--- src/assert_macros.svh ---
// ---------------------------------------------------------------------------
// Assertion macros shared by the compass heading RTL.
// Each macro checks one implication on the rising clock edge, with the
// checks switched off while the active-low reset is asserted.
// ---------------------------------------------------------------------------
`ifndef ASSERT_MACROS_SVH
`define ASSERT_MACROS_SVH

// Consequent must hold in the same cycle as the antecedent.
`define CHK_IMPLIES(lbl, clk_s, rstn_s, ante, cons) \
    lbl: assert property (@(posedge clk_s) disable iff (!rstn_s) (ante) |-> (cons)) \
        else $error("same-cycle implication failed");

// Consequent must hold in the cycle after the antecedent.
`define CHK_NEXT(lbl, clk_s, rstn_s, ante, cons) \
    lbl: assert property (@(posedge clk_s) disable iff (!rstn_s) (ante) |=> (cons)) \
        else $error("next-cycle implication failed");

`endif

--- src/chmc_pkg.sv ---
// ---------------------------------------------------------------------------
// chmc_pkg
// Shared types, codes and constants of the compass heading block.
// ---------------------------------------------------------------------------
package chmc_pkg;

    // Command codes.
    localparam logic [1:0] CMD_SAMPLE = 2'd0;
    localparam logic [1:0] CMD_START  = 2'd1;
    localparam logic [1:0] CMD_STOP   = 2'd2;

    // Status codes.
    localparam logic [1:0] ST_OK      = 2'd0;
    localparam logic [1:0] ST_OVF     = 2'd1;
    localparam logic [1:0] ST_NONE    = 2'd2;

    localparam int SAMPLE_W     = 16;
    localparam int HEADING_W    = 9;
    localparam int DXY_W        = 18;          // offset-corrected axis value
    localparam int FRAC_SHIFT   = 16;          // fixed-point scale of the vector
    localparam int XY_W         = DXY_W + FRAC_SHIFT + 2;
    localparam int ANGLE_W      = 19;          // degrees with 8 fraction bits
    localparam int ATAN_ENTRIES = 24;
    localparam int ATAN_IDX_W   = 5;
    localparam int CORDIC_STEPS_DEF = 16;

    localparam logic signed [SAMPLE_W-1:0] OVF_LIMIT     = -16'sd2048;
    localparam logic signed [SAMPLE_W-1:0] CAL_LOW_INIT  = 16'sd3000;
    localparam logic signed [SAMPLE_W-1:0] CAL_HIGH_INIT = -16'sd3000;
    localparam logic signed [ANGLE_W-1:0]  HALF_TURN_Q8  = 19'sd46080;
    localparam logic [HEADING_W-1:0]       HEADING_MAX   = 9'd359;

    typedef struct packed {
        logic busy;
        logic done;
    } cordic_stat_t;

    // atan(2^-i) in degrees, scaled by 256 and rounded.
    function automatic logic signed [ANGLE_W-1:0] atan_q8(input logic [ATAN_IDX_W-1:0] idx);
        logic signed [ANGLE_W-1:0] v;
        case (idx)
            5'd0:    v = 19'sd11520;
            5'd1:    v = 19'sd6801;
            5'd2:    v = 19'sd3593;
            5'd3:    v = 19'sd1824;
            5'd4:    v = 19'sd916;
            5'd5:    v = 19'sd458;
            5'd6:    v = 19'sd229;
            5'd7:    v = 19'sd115;
            5'd8:    v = 19'sd57;
            5'd9:    v = 19'sd29;
            5'd10:   v = 19'sd14;
            5'd11:   v = 19'sd7;
            5'd12:   v = 19'sd4;
            5'd13:   v = 19'sd2;
            5'd14:   v = 19'sd1;
            default: v = 19'sd0;
        endcase
        return v;
    endfunction

endpackage

--- src/chmc_cmd_if.sv ---
// ---------------------------------------------------------------------------
// chmc_cmd_if
// Command channel: a command code and one raw X/Y/Z magnetometer sample.
// ---------------------------------------------------------------------------
interface chmc_cmd_if;
    logic                                   valid;
    logic                                   ready;
    logic [1:0]                             command;
    logic signed [chmc_pkg::SAMPLE_W-1:0]   x_sample;
    logic signed [chmc_pkg::SAMPLE_W-1:0]   y_sample;
    logic signed [chmc_pkg::SAMPLE_W-1:0]   z_sample;

    modport source (output valid, command, x_sample, y_sample, z_sample, input ready);
    modport sink   (input valid, command, x_sample, y_sample, z_sample, output ready);
endinterface

--- src/chmc_res_if.sv ---
// ---------------------------------------------------------------------------
// chmc_res_if
// Result channel: sample status and last valid heading.
// ---------------------------------------------------------------------------
interface chmc_res_if;
    logic                               valid;
    logic                               ready;
    logic [1:0]                         status;
    logic [chmc_pkg::HEADING_W-1:0]     heading;

    modport source (output valid, status, heading, input ready);
    modport sink   (input valid, status, heading, output ready);
endinterface

--- src/chmc_cordic.sv ---
// ---------------------------------------------------------------------------
// chmc_cordic
// Iterative vectoring CORDIC: one rotation step per cycle on a shared
// add/shift datapath, giving atan2(dy, dx) in degrees with 8 fraction bits.
// ---------------------------------------------------------------------------
`include "assert_macros.svh"

module chmc_cordic #(
    parameter int CORDIC_STEPS = chmc_pkg::CORDIC_STEPS_DEF
) (
    input  logic                                   clk,
    input  logic                                   rst_n,
    input  logic                                   start,
    input  logic signed [chmc_pkg::DXY_W-1:0]      dx,
    input  logic signed [chmc_pkg::DXY_W-1:0]      dy,
    output chmc_pkg::cordic_stat_t                 stat,
    output logic signed [chmc_pkg::ANGLE_W-1:0]    angle
);

    localparam int STEP_W = (CORDIC_STEPS > 1) ? $clog2(CORDIC_STEPS) : 1;
    localparam logic [STEP_W-1:0] LAST_STEP = STEP_W'(CORDIC_STEPS - 1);
    localparam int XY_W  = chmc_pkg::XY_W;
    localparam int EXT_W = XY_W - chmc_pkg::DXY_W - chmc_pkg::FRAC_SHIFT;

    logic signed [XY_W-1:0]              x_reg, y_reg;
    logic signed [chmc_pkg::ANGLE_W-1:0] z_reg;
    logic [STEP_W-1:0]                   step_reg;
    logic                                busy_reg, done_reg;

    logic signed [XY_W-1:0]              x0, y0, xs, ys;
    logic signed [chmc_pkg::ANGLE_W-1:0] t_step;

    assign x0 = {{EXT_W{dx[chmc_pkg::DXY_W-1]}}, dx, {chmc_pkg::FRAC_SHIFT{1'b0}}};
    assign y0 = {{EXT_W{dy[chmc_pkg::DXY_W-1]}}, dy, {chmc_pkg::FRAC_SHIFT{1'b0}}};

    // Shared shift unit: both axes shifted by the current step index.
    assign xs = x_reg >>> step_reg;
    assign ys = y_reg >>> step_reg;
    assign t_step = chmc_pkg::atan_q8(chmc_pkg::ATAN_IDX_W'(step_reg));

    always_ff @(posedge clk or negedge rst_n)
    begin
        if (!rst_n)
        begin
            busy_reg <= 1'b0;
            done_reg <= 1'b0;
            step_reg <= '0;
            x_reg    <= '0;
            y_reg    <= '0;
            z_reg    <= '0;
        end
        else
        begin
            done_reg <= 1'b0;
            if (start)
            begin
                step_reg <= '0;
                if (dx == '0 && dy == '0)
                begin
                    // Zero vector has no direction; the angle is taken as zero.
                    z_reg    <= '0;
                    done_reg <= 1'b1;
                end
                else if (dx[chmc_pkg::DXY_W-1])
                begin
                    // Left half plane: rotate by a half turn first.
                    x_reg    <= -x0;
                    y_reg    <= -y0;
                    z_reg    <= dy[chmc_pkg::DXY_W-1] ? -chmc_pkg::HALF_TURN_Q8
                                                      : chmc_pkg::HALF_TURN_Q8;
                    busy_reg <= 1'b1;
                end
                else
                begin
                    x_reg    <= x0;
                    y_reg    <= y0;
                    z_reg    <= '0;
                    busy_reg <= 1'b1;
                end
            end
            else if (busy_reg)
            begin
                if (!y_reg[XY_W-1])
                begin
                    x_reg <= x_reg + ys;
                    y_reg <= y_reg - xs;
                    z_reg <= z_reg + t_step;
                end
                else
                begin
                    x_reg <= x_reg - ys;
                    y_reg <= y_reg + xs;
                    z_reg <= z_reg - t_step;
                end
                if (step_reg == LAST_STEP)
                begin
                    busy_reg <= 1'b0;
                    done_reg <= 1'b1;
                end
                else
                begin
                    step_reg <= step_reg + 1'b1;
                end
            end
        end
    end

    assign stat  = chmc_pkg::cordic_stat_t'{busy: busy_reg, done: done_reg};
    assign angle = z_reg;

    `CHK_IMPLIES(a_start_when_idle, clk, rst_n, start, !busy_reg)

endmodule

--- src/compass_heading_with_minmax_calibration_top.sv ---
// ---------------------------------------------------------------------------
// compass_heading_with_minmax_calibration_top
// Compass heading from raw magnetometer samples, with min/max hard-iron
// calibration and an iterative CORDIC for atan2.
// ---------------------------------------------------------------------------
//
//  Channel   Direction  Payload                                   Per transaction
//  --------  ---------  ----------------------------------------  ---------------
//  cmd       in         command, x_sample, y_sample, z_sample     one command
//  result    out        status, heading                           one result
//
// A clean sample passes through the offset, CORDIC launch, one step per cycle on the
// shared add/shift unit, heading capture and result load. A zero corrected vector
// skips the CORDIC steps. Other commands go straight to the result load. The command
// channel is ready only while the sequencer is idle, so no new command is accepted
// until the previous one has loaded its result. A result waits in the output
// register while the next command runs; a new result is loaded once that register
// is empty or being taken. Reset clears the calibration bounds and heading to zero
// and the status to "no sample yet".
// ---------------------------------------------------------------------------
`include "assert_macros.svh"

module compass_heading_with_minmax_calibration_top #(
    parameter int CORDIC_STEPS = chmc_pkg::CORDIC_STEPS_DEF
) (
    input  logic        clk,
    input  logic        rst_n,
    chmc_cmd_if.sink    cmd,
    chmc_res_if.source  result
);

    localparam int SW = chmc_pkg::SAMPLE_W;
    localparam int DW = chmc_pkg::DXY_W;
    localparam int AW = chmc_pkg::ANGLE_W;

    typedef enum logic [2:0] {
        S_IDLE,
        S_OFFSET,
        S_START,
        S_CORDIC,
        S_EMIT
    } state_t;

    state_t                             state_reg;
    logic                               cal_reg;
    logic signed [SW-1:0]               x_lo_reg, x_hi_reg, y_lo_reg, y_hi_reg;
    logic signed [SW-1:0]               xs_reg, ys_reg;
    logic signed [DW-1:0]               dx_reg, dy_reg;
    logic [1:0]                         last_status_reg;
    logic [chmc_pkg::HEADING_W-1:0]     last_heading_reg;
    logic                               res_valid_reg;
    logic [1:0]                         res_status_reg;
    logic [chmc_pkg::HEADING_W-1:0]     res_heading_reg;

    chmc_pkg::cordic_stat_t             cordic_stat;
    logic signed [AW-1:0]               cordic_angle;
    logic                               cordic_start;

    logic                               cmd_take;
    logic                               ovf;
    logic signed [SW:0]                 x_sum, y_sum, x_half, y_half;
    logic signed [DW-1:0]               dx_new, dy_new;
    logic signed [AW:0]                 t_q8;
    logic [chmc_pkg::HEADING_W-1:0]     heading_new;
    logic                               out_free;

    assign cmd.ready = (state_reg == S_IDLE);
    assign cmd_take  = cmd.valid && cmd.ready;

    // Any axis below the sensor's overflow code marks the sample as bad.
    assign ovf = (cmd.x_sample < chmc_pkg::OVF_LIMIT) ||
                 (cmd.y_sample < chmc_pkg::OVF_LIMIT) ||
                 (cmd.z_sample < chmc_pkg::OVF_LIMIT);

    // Hard-iron offset: floor((min + max) / 2), then subtract from the sample.
    assign x_sum  = {x_lo_reg[SW-1], x_lo_reg} + {x_hi_reg[SW-1], x_hi_reg};
    assign y_sum  = {y_lo_reg[SW-1], y_lo_reg} + {y_hi_reg[SW-1], y_hi_reg};
    assign x_half = x_sum >>> 1;
    assign y_half = y_sum >>> 1;
    assign dx_new = {{(DW-SW){xs_reg[SW-1]}}, xs_reg} - {{(DW-SW-1){x_half[SW]}}, x_half};
    assign dy_new = {{(DW-SW){ys_reg[SW-1]}}, ys_reg} - {{(DW-SW-1){y_half[SW]}}, y_half};

    // Angle plus a half turn, truncated to whole degrees and clamped.
    assign t_q8 = {cordic_angle[AW-1], cordic_angle}
                + {chmc_pkg::HALF_TURN_Q8[AW-1], chmc_pkg::HALF_TURN_Q8};
    always_comb
    begin
        if (t_q8[AW])
        begin
            heading_new = '0;
        end
        else if (t_q8[AW-1:8] > (AW-8)'(chmc_pkg::HEADING_MAX))
        begin
            heading_new = chmc_pkg::HEADING_MAX;
        end
        else
        begin
            heading_new = t_q8[chmc_pkg::HEADING_W+7:8];
        end
    end

    assign cordic_start = (state_reg == S_START);
    assign out_free     = !res_valid_reg || result.ready;

    chmc_cordic #(
        .CORDIC_STEPS (CORDIC_STEPS)
    ) u_cordic (
        .clk   (clk),
        .rst_n (rst_n),
        .start (cordic_start),
        .dx    (dx_reg),
        .dy    (dy_reg),
        .stat  (cordic_stat),
        .angle (cordic_angle)
    );

    always_ff @(posedge clk or negedge rst_n)
    begin
        if (!rst_n)
        begin
            state_reg        <= S_IDLE;
            cal_reg          <= 1'b0;
            x_lo_reg         <= '0;
            x_hi_reg         <= '0;
            y_lo_reg         <= '0;
            y_hi_reg         <= '0;
            xs_reg           <= '0;
            ys_reg           <= '0;
            dx_reg           <= '0;
            dy_reg           <= '0;
            last_status_reg  <= chmc_pkg::ST_NONE;
            last_heading_reg <= '0;
            res_valid_reg    <= 1'b0;
            res_status_reg   <= chmc_pkg::ST_NONE;
            res_heading_reg  <= '0;
        end
        else
        begin
            // In the emit state the load below decides the valid flag.
            if (res_valid_reg && result.ready && state_reg != S_EMIT)
            begin
                res_valid_reg <= 1'b0;
            end

            case (state_reg)
                S_IDLE:
                begin
                    if (cmd_take)
                    begin
                        state_reg <= S_EMIT;
                        case (cmd.command)
                            chmc_pkg::CMD_START:
                            begin
                                // A second start while running keeps the bounds.
                                if (!cal_reg)
                                begin
                                    cal_reg  <= 1'b1;
                                    x_lo_reg <= chmc_pkg::CAL_LOW_INIT;
                                    x_hi_reg <= chmc_pkg::CAL_HIGH_INIT;
                                    y_lo_reg <= chmc_pkg::CAL_LOW_INIT;
                                    y_hi_reg <= chmc_pkg::CAL_HIGH_INIT;
                                end
                            end
                            chmc_pkg::CMD_STOP:
                            begin
                                cal_reg <= 1'b0;
                            end
                            chmc_pkg::CMD_SAMPLE:
                            begin
                                if (ovf)
                                begin
                                    last_status_reg <= chmc_pkg::ST_OVF;
                                end
                                else
                                begin
                                    last_status_reg <= chmc_pkg::ST_OK;
                                    xs_reg          <= cmd.x_sample;
                                    ys_reg          <= cmd.y_sample;
                                    state_reg       <= S_OFFSET;
                                    if (cal_reg)
                                    begin
                                        if (cmd.x_sample < x_lo_reg) x_lo_reg <= cmd.x_sample;
                                        if (cmd.x_sample > x_hi_reg) x_hi_reg <= cmd.x_sample;
                                        if (cmd.y_sample < y_lo_reg) y_lo_reg <= cmd.y_sample;
                                        if (cmd.y_sample > y_hi_reg) y_hi_reg <= cmd.y_sample;
                                    end
                                end
                            end
                            default:
                            begin
                                // Unused code: result repeats the stored values.
                            end
                        endcase
                    end
                end
                S_OFFSET:
                begin
                    dx_reg    <= dx_new;
                    dy_reg    <= dy_new;
                    state_reg <= S_START;
                end
                S_START:
                begin
                    state_reg <= S_CORDIC;
                end
                S_CORDIC:
                begin
                    if (cordic_stat.done)
                    begin
                        last_heading_reg <= heading_new;
                        state_reg        <= S_EMIT;
                    end
                end
                S_EMIT:
                begin
                    if (out_free)
                    begin
                        res_valid_reg   <= 1'b1;
                        res_status_reg  <= last_status_reg;
                        res_heading_reg <= last_heading_reg;
                        state_reg       <= S_IDLE;
                    end
                end
                default:
                begin
                    state_reg <= S_IDLE;
                end
            endcase
        end
    end

    assign result.valid   = res_valid_reg;
    assign result.status  = res_status_reg;
    assign result.heading = res_heading_reg;

    `CHK_IMPLIES(a_heading_range, clk, rst_n, 1'b1, last_heading_reg <= chmc_pkg::HEADING_MAX)
    `CHK_IMPLIES(a_done_in_cordic, clk, rst_n, cordic_stat.done, state_reg == S_CORDIC)
    `CHK_NEXT(a_busy_after_take, clk, rst_n, cmd_take, !cmd.ready)
    `CHK_IMPLIES(a_cordic_idle_outside, clk, rst_n, cordic_stat.busy, state_reg == S_CORDIC)

endmodule

--- src/flat_wrapper.sv ---
// flat-port wrapper written by rule: the top's interface ports become plain ports
module compass_heading_with_minmax_calibration_top_flat 
#(
    parameter int CORDIC_STEPS = chmc_pkg::CORDIC_STEPS_DEF
)
  (clk, rst_n, cmd_valid, cmd_command, cmd_x_sample, cmd_y_sample, cmd_z_sample, cmd_ready, result_valid, result_status, result_heading, result_ready);
  chmc_cmd_if cmd_i ();
  chmc_res_if result_i ();
  input  logic clk;
  input  logic rst_n;
  input wire logic [$bits(cmd_i.valid)-1:0] cmd_valid;
  input wire logic [$bits(cmd_i.command)-1:0] cmd_command;
  input wire logic [$bits(cmd_i.x_sample)-1:0] cmd_x_sample;
  input wire logic [$bits(cmd_i.y_sample)-1:0] cmd_y_sample;
  input wire logic [$bits(cmd_i.z_sample)-1:0] cmd_z_sample;
  output wire logic [$bits(cmd_i.ready)-1:0] cmd_ready;
  output wire logic [$bits(result_i.valid)-1:0] result_valid;
  output wire logic [$bits(result_i.status)-1:0] result_status;
  output wire logic [$bits(result_i.heading)-1:0] result_heading;
  input wire logic [$bits(result_i.ready)-1:0] result_ready;
  assign cmd_i.valid = cmd_valid;
  assign cmd_i.command = cmd_command;
  assign cmd_i.x_sample = cmd_x_sample;
  assign cmd_i.y_sample = cmd_y_sample;
  assign cmd_i.z_sample = cmd_z_sample;
  assign cmd_ready = cmd_i.ready;
  assign result_valid = result_i.valid;
  assign result_status = result_i.status;
  assign result_heading = result_i.heading;
  assign result_i.ready = result_ready;
  compass_heading_with_minmax_calibration_top #(.CORDIC_STEPS(CORDIC_STEPS)) u_core (.clk(clk), .rst_n(rst_n), .cmd(cmd_i), .result(result_i));
endmodule
--- config.mk ---
export PLATFORM = sky130hd
export DESIGN_NAME = compass_heading_with_minmax_calibration_top_flat
export DESIGN_NICKNAME = d
export VERILOG_FILES = /design/src/chmc_pkg.sv /design/src/chmc_cmd_if.sv /design/src/chmc_res_if.sv /design/src/chmc_cordic.sv /design/src/compass_heading_with_minmax_calibration_top.sv /design/src/flat_wrapper.sv
export VERILOG_INCLUDE_DIRS = /design/src /design/src/src
export SDC_FILE = /design/constraint.sdc
export NUM_CORES = 1
export LEC_CHECK = 0
export BUFFER_PORTS_ARGS = -buffer_cell sky130_fd_sc_hd__buf_2
export CAP_MARGIN = 20
export CORE_ASPECT_RATIO = 1.1
export CORE_MARGIN = 1
export CORE_UTILIZATION = 55
export DETAILED_ROUTE_END_ITERATION = 7
export GPL_ROUTABILITY_DRIVEN = 1
export PLACE_DENSITY = 0.72
export SYNTH_ARGS = -nofsm -noshare
export SYNTH_HDL_FRONTEND = slang
export SYNTH_SLANG_ARGS = --single-unit
--- constraint.sdc ---
create_clock -name clk -period 10.7 [get_ports clk]
set_input_delay 0.535 -clock clk [delete_from_list [all_inputs] [get_ports clk]]
set_output_delay 0.535 -clock clk [all_outputs]
set_load 0.1 [all_outputs]
# ---- Word-level counts from Yosys, hierarchy flattened
# Memory sizes are Yosys's and may differ from the RTL's.
# Index checks and enable logic that the tools add are counted.
dict set report op_classes {
  reduce_logical 27
  n_bitwise 1
  n_addsub 14
  n_eq_ne 20
  n_mux 58
  shifts 2
  n_lt_le_gt_ge 8
}
# cell n
set ops {}
lappend ops {{36-bit 2-to-1 mux} 10}
lappend ops {{16-bit 2-to-1 mux} 14}
lappend ops {{16-bit case mux with 2 select lines} 4}
lappend ops {{19-bit 2-to-1 mux} 6}
lappend ops {{36-bit adder} 2}
lappend ops {{33-bit negator with 36-bit output} 2}
lappend ops {{36-bit by 4-bit >>> shifter with 36-bit output} 2}
lappend ops {{36-bit subtractor} 2}
lappend ops {{16-bit by 12-bit less-than comparator with 1-bit output (second input constant)} 3}
lappend ops {{18-bit logical NOT} 2}
lappend ops {{16-bit by 16-bit adder with 17-bit output} 2}
lappend ops {{16-bit by 16-bit subtractor with 17-bit output} 2}
lappend ops {{16-bit > comparator} 2}
lappend ops {{16-bit less-than comparator} 2}
lappend ops {{7-bit AND reduction} 4}
lappend ops {{19-bit by 17-bit adder with 20-bit output (second input constant)} 1}
lappend ops {{19-bit adder} 1}
lappend ops {{19-bit subtractor} 1}
lappend ops {{9-bit 2-to-1 mux} 2}
lappend ops {{3-bit 2-to-1 mux} 5}
lappend ops {{3-bit case mux with 5 select lines} 1}
lappend ops {{2-bit by 1-bit != test with 1-bit output (second input constant)} 7}
lappend ops {{1-bit 2-to-1 mux} 12}
lappend ops {{4-bit 2-to-1 mux} 3}
lappend ops {{other kinds (21)} 38}
dict set report word_totals {
  mem_count 1
  elab_cells 152
  register_bits 254
  out_inout_bits 13
  rom_bits 224
  in_bits 54
}
# memory depth word_bits read_ports rd_ports_with_merged_regs write_ports line_no
set memory_table {}
lappend memory_table {{(name not given)} 16 14 1 0 0 chmc_pkg.sv:41} ;# case (idx)

# ---- Longest topological paths before layout
# Gate-level depths: netlist of run 1.
dict set report logic_depth {
  ltp_word 7
  depth_mapped 30
  ltp_nobuf 23
}

# ---- Modules after synthesis
# From an unflattened synthesis of run 1, not the netlist that was laid out.
dict set report hier_totals {
  cells_unflattened 3062
  hier_area_um2 26101.3
}
# mod instances cells_each area_per_inst_um2
set by_module_without_submodules {}
lappend by_module_without_submodules {chmc_cordic 1 1915 15179.6}
lappend by_module_without_submodules {compass_heading_with_minmax_calibration_top 1 1147 10921.7}

# ---- Worst setup path before layout of run 1
# OpenSTA, ideal clock, no wires.
dict set report synth_path {
  path_kind {register to register}
  from {register u_core.u_cordic.step_reg[0]}
  to {register u_core.u_cordic.z_reg, in the netlist u_core.u_cordic.angle[18]}
  stages_incl_launch_ff 29
  n_path_buf 7
  arrival_ns 5.922
  path_slack_ns 4.637
  period_less_slack_ns 6.063
  cell_sequence {dfrtp_1 -> buf_4 -> buf_2 -> inv_1 -> buf_4 -> buf_2 -> buf_2 -> buf_4 -> clkbuf_1 -> ha_1 -> o21a_1 -> o21ai_0 -> ha_1 -> inv_1 -> nor3_1 -> a41oi_1 -> o22ai_1 -> o21ai_0 -> ha_1 -> a21o_1 -> a21o_1 -> a21o_1 -> a311oi_1 -> o21ai_0 -> a31o_2 -> a21oi_1 -> xor2_1 -> a21oi_1 -> a2bb2oi_1}
}
dict set report synth_via {
  elab_chain_cells 5
  elab_cells_between_ends 6
}
# item line_no
set synth_rtl {}
lappend synth_rtl {{from (decl)} chmc_cordic.sv:27} ;# logic [STEP_W-1:0] step_reg;
lappend synth_rtl {{from (signal assigned)} chmc_cordic.sv:102} ;# step_reg <= step_reg + 1'b1;
lappend synth_rtl {{memory read 16 x 14 bit *} --}
lappend synth_rtl {{19-bit adder / 19-bit subtractor (equally long branches)} {chmc_cordic.sv:87, chmc_cordic.sv:93}}
lappend synth_rtl {{19-bit 2-to-1 mux *} chmc_cordic.sv:83} ;# if (!y_reg[XY_W-1])
lappend synth_rtl {{19-bit 2-to-1 mux *} chmc_cordic.sv:81} ;# else if (busy_reg)
lappend synth_rtl {{19-bit 2-to-1 mux *} chmc_cordic.sv:55} ;# if (start)
lappend synth_rtl {{to (signal assigned)} chmc_cordic.sv:69} ;# z_reg <= dy[chmc_pkg::DXY_W-1] ? -chmc_pkg::HALF_TURN_Q8
lappend synth_rtl {{to (signal assigned)} chmc_cordic.sv:87} ;# z_reg <= z_reg + t_step;
lappend synth_rtl {{to (signal assigned)} chmc_cordic.sv:93} ;# z_reg <= z_reg - t_step;
lappend synth_rtl {{to (decl)} chmc_cordic.sv:26} ;# logic signed [chmc_pkg::ANGLE_W-1:0] z_reg;
# Every way passes the cells marked *; elsewhere a longest branch is shown, timed or not. The select of a mux whose other input is x is not followed.
# A chain may end at the register's enable or synchronous reset.

# ---- Final worst setup path of run 1
dict set report layout_path {
  from {register u_core.u_cordic.step_reg[3]}
  to {register u_core.u_cordic.x_reg[34]}
}
dict set report layout_via {
  elab_chain_cells 5
  elab_cells_between_ends 6
}
# item line_no
set layout_rtl {}
lappend layout_rtl {{36-bit by 4-bit >>> shifter with 36-bit output *} chmc_cordic.sv:38} ;# assign ys = y_reg >>> step_reg;
lappend layout_rtl {{36-bit adder / 36-bit subtractor (equally long branches)} {chmc_cordic.sv:85, chmc_cordic.sv:91}}
lappend layout_rtl {{36-bit 2-to-1 mux *} chmc_cordic.sv:83}
lappend layout_rtl {{36-bit 2-to-1 mux *} chmc_cordic.sv:81}
lappend layout_rtl {{36-bit 2-to-1 mux *} chmc_cordic.sv:55}
lappend layout_rtl {{to (signal assigned)} chmc_cordic.sv:67} ;# x_reg <= -x0;
lappend layout_rtl {{to (signal assigned)} chmc_cordic.sv:85} ;# x_reg <= x_reg + ys;
lappend layout_rtl {{to (signal assigned)} chmc_cordic.sv:91} ;# x_reg <= x_reg - ys;
lappend layout_rtl {{to (decl)} chmc_cordic.sv:25} ;# logic signed [XY_W-1:0] x_reg, y_reg;
# Marks and branches as above.

==> impl_metrics.ini, run 1 <==
[status]
outcome = finished clean

[clocking]
clk_pin_slew_ns = 0.07
numClockSinks = 254
numCtsBuffers = 30
clk_latency_ns = 0.61
clock-root-buffer = clkbuf_16
htreeDepth = 1
postCtsSetupRepairBufs = 0
cts_tree = built
clock_path_buffers = 3

[timing]
fmax_mhz = 132.8
finalCriticalPeriod_ns = 7.530
worst_pin_slew_ns = 1.045
period_share = 0.7037
rsz0062_at_grt = false
hold_violations = 0
fin_skew_ns = 0.02810
drv_slew = 0
finalWorstSetupSlack_ns = 3.170
finalSetupViolations = 0
tns_ns = 0
max_slew_margin = 0.2855

[yosys]
synth-seq-cells = 254
synth.top_cells.by_area = dfrtp_1, ha_1, mux4_2
yosys.area.top_type = dfrtp_1
synthesis.nets = 3349
syn_area_per_cell_um2 = 8.554
netlist_area_mm2 = 0.02617
yosys.cell_types.count = 99
yosysSeqAreaShare = 0.2429
async_flop_share = 1.000
synth_cells = 3060
synth_top_area_frac = 0.2409
ys.flop_type = dfrtp_1
synth_warnings = 0
synth-edff-count = 0

[worst_setup_path]
critPathCapture = u_core.u_cordic.x_reg[34]
reg2reg_from = u_core.u_cordic.step_reg[3]
start_kind = register
required_ns = 11.23
worst-setup-path-type = register to register
r2r_end = u_core.u_cordic.x_reg[34]
r2r_setup_slack_ns = 3.17
cp-startpoint = u_core.u_cordic.step_reg[3]
worst-r2r-cell-count = 21
crit_arrival_ns = 8.06
path_max_fanout = 66
critPathCaptureType = register

[place]
portBuffers = 55
post-place-ws_ns = 3.409
routabilityCongestion = 0.9525
dpl.hpwl_um = 52570
place_inst = 3626

[grt]
grt_pass1_wl_um = 116100
grt_max_degree = 72
overflow = 0
grt_usage = 0.2914
grt_pass1_vias = 22810
antenna_found_initial = 0

[floorplan]
die-area_mm2 = 0.04847
initial_core_util = 0.5588
die_w_um = 210.0
rows = 83
die_h_um = 230.8
ioPinCount = 67
core-area_mm2 = 0.04684

[detailed_routing]
vias = 23350
antenna_left = 0
firstDrtPassIters = 7
via_per_inst = 6.342
wl_per_cell_um = 19.22
drc = 0
drtIter0Drc = 1460
routed_wl_um = 70790

[hold_path]
hold_class = input port to register

[layout]
n_antenna_cell = 0
syn_to_final_growth_pct = 6.233
multi_input_area_mm2 = 0.01845
fin_nets = 3311
n_fill_cell = 4122
fin_cells = 3682
regArea_mm2 = 0.006375
drive_gt1_frac = 0.1163

[run]
maxCapViolCount = 0
-- timing repair --
item / 4_1_cts / 5_1_grt
hold buffers: 1 / 0
endpoints found under the hold margin: 65 / 0
gates resized for setup: 0 / 0
-- worst min-delay path by stage --
stage	slack, ns	start	depth (start not counted)	endpoint
6_report	0.22	cmd_y_sample[5]	3	u_core.y_hi_reg[5]
4_1_cts	0.20	cmd_y_sample[7]	3	u_core.y_hi_reg[7]
2_1_floorplan	0.24	rst_n	0	u_core.cal_reg
3_3_place_gp	0.45	u_core.last_heading_reg[5]	2	u_core.last_heading_reg[5]
3_5_place_dp	0.45	u_core.last_heading_reg[5]	2	u_core.last_heading_reg[5]
5_1_grt	0.21	cmd_y_sample[3]	2	u_core.ys_reg[3]
-- placed cells by master (no fill, tap or decap), types with 31 or more instances in the layout --
cell type / count
nor3_1: 65
nand3_1: 52
a21oi_1: 227
xnor2_1: 115
mux2i_1: 86
nand4_1: 34
nor2_1: 211
o21ai_0: 241
buf_4: 31
xor2_1: 101
mux2_2: 89
a31oi_1: 42
nand2b_1: 39
buf_2: 54
o21a_1: 36
ha_1: 228
nand2_1: 315
a21o_1: 70
dfrtp_1: 247
mux4_2: 57
inv_1: 158
-- final cells by class --
class | count | share of cell area
Tap cell | 637 | 0.02866
Inverter | 159 | 0.02146
Timing Repair Buffer | 87 | 0.01899
Sequential cell | 254 | 0.2293
Multi-Input combinational cell | 2490 | 0.6636
Clock buffer | 39 | 0.03037
Clock inverter | 16 | 0.007650
-- synthesized netlist by cell type (all sizes together) (68+ instances only) --
| master | number |
|---|---|
| ha | 228 |
| xnor2 | 115 |
| nand2 | 319 |
| nor2 | 211 |
| xor2 | 101 |
| mux2i | 87 |
| a21oi | 228 |
| o21ai | 244 |
| inv | 159 |
| dfrtp | 252 |
| mux2 | 90 |
| a21o | 70 |
| clkbuf | 99 |
| mux4 | 68 |
-- stage by stage --
step	cell area (um2)	utilization	hold slack, ns
after floorplan	26170	-	0.2394
after global placement	26740	0.5709	0.4463
after detailed placement	26740	0.5709	0.4549
after CTS	27810	0.5937	0.1965
after global routing	27810	0.5937	0.2136
final	27810	0.5937	0.2184
-- per-layer routing --
metal  routed length (um)  up-vias  GRT usage
met3                 3763      183    0.02857
met4                 2995        0     0.1307
met2                34270      778     0.5088
met1                29760    11230     0.3638
met5                    0        -          0
li1                     -    11160          -
-- worst max-delay path, cell delays in order, from the launching register on --
cell      delay (ns)
dfrtp_4         0.91
buf_4           0.62
mux4_2          0.42
mux4_1          0.54
or3_1           0.36
nor4_2          0.43
and2_1          0.26
nand2_1         0.13
inv_1           0.13
nor2_1          0.06
xor2_1          0.24
ha_1            0.33
a21o_1          0.18
a21o_1          0.17
a21oi_1         0.16
o21ai_0         0.12
o31ai_1         0.52
o22ai_1         0.24
a221oi_1        0.63
o21ai_0         0.20
or4b_2          0.66
nand3_1         0.09
-- cells by family (layout without fill, tap and decap cells) --
kind of cell | Yosys count | in the layout | share of synthesized area
flip-flops | 254 | 254 | 0.2429
XOR/XNOR | 217 | 217 | 0.07319
buffers and inverters | 316 | 301 | 0.05273
AO/OA/AOI/OAI | 897 | 897 | 0.2202
multiplexers | 245 | 245 | 0.1327
AND/OR/NAND/NOR | 896 | 896 | 0.1639
adder cells (fa/ha/maj) | 235 | 235 | 0.1143
Power of run 1 is left out: the tool's default activity adds up to more than one toggle a clock period on the data nets, which glitch-free logic cannot reach.
==> run 2, diff against run 1 <==
==> constraint.sdc (replaced) <==
create_clock -name clk -period 7.57 [get_ports clk]
set_input_delay 0.3785 -clock clk [delete_from_list [all_inputs] [get_ports clk]]
set_output_delay 0.3785 -clock clk [all_outputs]
set_load 0.1 [all_outputs]
==> impl_metrics.ini, run 2 (same netlist as run 1, synthesis figures left out) <==
[worst_setup_path]
max_stage_delay_ns = 0.76
crit_arrival_ns = 7.47
critPathSlowestCell = o32ai_1
worst-setup-path-type = register to register
crit_chain = mux4_1 > mux2_2 > o32ai_1 > nor4bb_1 > buf_4 > nand2_1 > inv_1 > nor2_1 > xor2_1 > ha_1 > a21o_1 > a21o_1 > a21oi_1 > o21ai_0 > o31ai_1 > o22ai_1 > a221oi_1 > o21ai_0 > or4b_2 > nand3_1
path_max_fanout = 32
start_kind = register
required_ns = 8.10
critPathCaptureType = register

[layout]
fin_nets = 3323
n_antenna_cell = 0
syn_to_final_growth_pct = 6.836
n_fill_cell = 4165
drive_gt1_frac = 0.1203
final_cell_mix = nand2_1, dfrtp_1, o21ai_0
fin_cells = 3696
layout.cells.most_common = nand2_1

[detailed_routing]
firstDrtPassIters = 8
via_per_inst = 6.334
drtIter0Drc = 1783
antenna_left = 0
routed_wl_um = 72700
drc = 0
vias = 23410
wl_per_cell_um = 19.67

[timing]
fin_skew_ns = 0.02225
max_slew_margin = 0.3043
tns_ns = 0
hold_violations = 0
fmax_mhz = 144.0
drv_slew = 0
finalCriticalPeriod_ns = 6.946
rsz0062_at_grt = false
finalWorstSetupSlack_ns = 0.6241
finalSetupViolations = 0
worst_pin_slew_ns = 1.041
period_share = 0.9176

[clocking]
clock-root-buffer = clkbuf_16
htreeDepth = 1
cts_tree = built
numCtsBuffers = 31
postCtsSetupRepairBufs = 0
clk_latency_ns = 0.60
numClockSinks = 254
clock_path_buffers = 3
clk_pin_slew_ns = 0.07

[floorplan]
core-area_mm2 = 0.04684
ioPinCount = 67
die-area_mm2 = 0.04847
initial_core_util = 0.5588
rows = 83
die_w_um = 210.0
die_h_um = 230.8

[grt]
grt_usage = 0.3001
grt_pass1_vias = 23070
grt_max_degree = 153
antenna_found_initial = 0
overflow = 0
grt_pass1_wl_um = 118600

[run]
maxCapViolCount = 0

[place]
place_inst = 3637
portBuffers = 55
dpl.hpwl_um = 54200
routabilityCongestion = 0.9715
post-place-ws_ns = 0.7803

[status]
outcome = finished clean

[hold_path]
hold_class = input port to register
## run 2: changes by cell type in the layout (fill, tap and decap cells not counted), moves of 2 or more
cell | previous run | this run
buf_4 | 31 | 41
clkbuf_8 | 6 | 13
clkinv_2 | 8 | 5
clkinvlp_4 | 3 | 1
## run 2: worst paths after layout
| kind | startpoint | endpoint | slack [ns] | depth (start not counted) |
|---|---|---|---|---|
| worst max register to register | u_core.u_cordic.step_reg[1] | u_core.u_cordic.x_reg[34] | 0.62 | 20 |
| max in group asynchronous | rst_n | u_core.x_hi_reg[3] | 5.77 | 3 |
| min in group asynchronous | rst_n | u_core.result.heading[4] | 0.40 | 2 |
| worst min register to register | u_core.last_heading_reg[5] | u_core.last_heading_reg[5] | 0.47 | 2 |
| worst max-delay path | u_core.u_cordic.step_reg[1] | u_core.u_cordic.x_reg[34] | 0.62 | 20 |
| worst min-delay path | cmd_x_sample[0] | u_core.x_hi_reg[0] | 0.07 | 2 |
## run 2: cell type report
class	instances	area (um2)	share of cell area
Multi-Input combinational cell	2490	18450	0.6598
Tap cell	637	797.0	0.02850
Clock buffer	47	965.9	0.03454
Inverter	159	596.8	0.02134
Timing Repair Buffer	98	623.1	0.02228
Clock inverter	11	153.9	0.005504
Sequential cell	254	6375	0.2280
## run 2: what timing repair did
item / in CTS / in global routing
hold buffers: 1 / 0
endpoints found under the hold margin: 101 / 0
endpoints found under the setup margin: 0 / 0
gates resized for setup: 0 / 0
## run 2: per-layer routing
layer  wire, um  global-route usage  vias up
li1           -                   -    11190
met1      30040              0.3703    11320
met2      35860              0.5359      740
met3       3920             0.02911      166
met4       2878              0.1204        0
met5          0                   0        -
## run 2: critical path: cells and delay by family (launching register included)
family                     cells  cell delay (ns)
AOI/OAI and AO/OA              9             2.96
and+or+nand+nor                5             1.31
buffers and inverters          2             0.34
muxes                          2             0.96
DFF                            1             0.72
adders and majority gates      1             0.36
xor gates and xnor gates       1             0.18
## run 2: stage by stage
stage / hold slack (ns) / util / area, um2
final: 0.07081 / 0.5970 / 27960
after global routing: 0.06668 / 0.5970 / 27960
after CTS: 0.05760 / 0.5970 / 27960
after detailed placement: 0.4565 / 0.5729 / 26830
after global placement: 0.4500 / 0.5729 / 26830
after floorplan: 0.08291 / - / 26170
Power of run 2 is left out for the same reason.
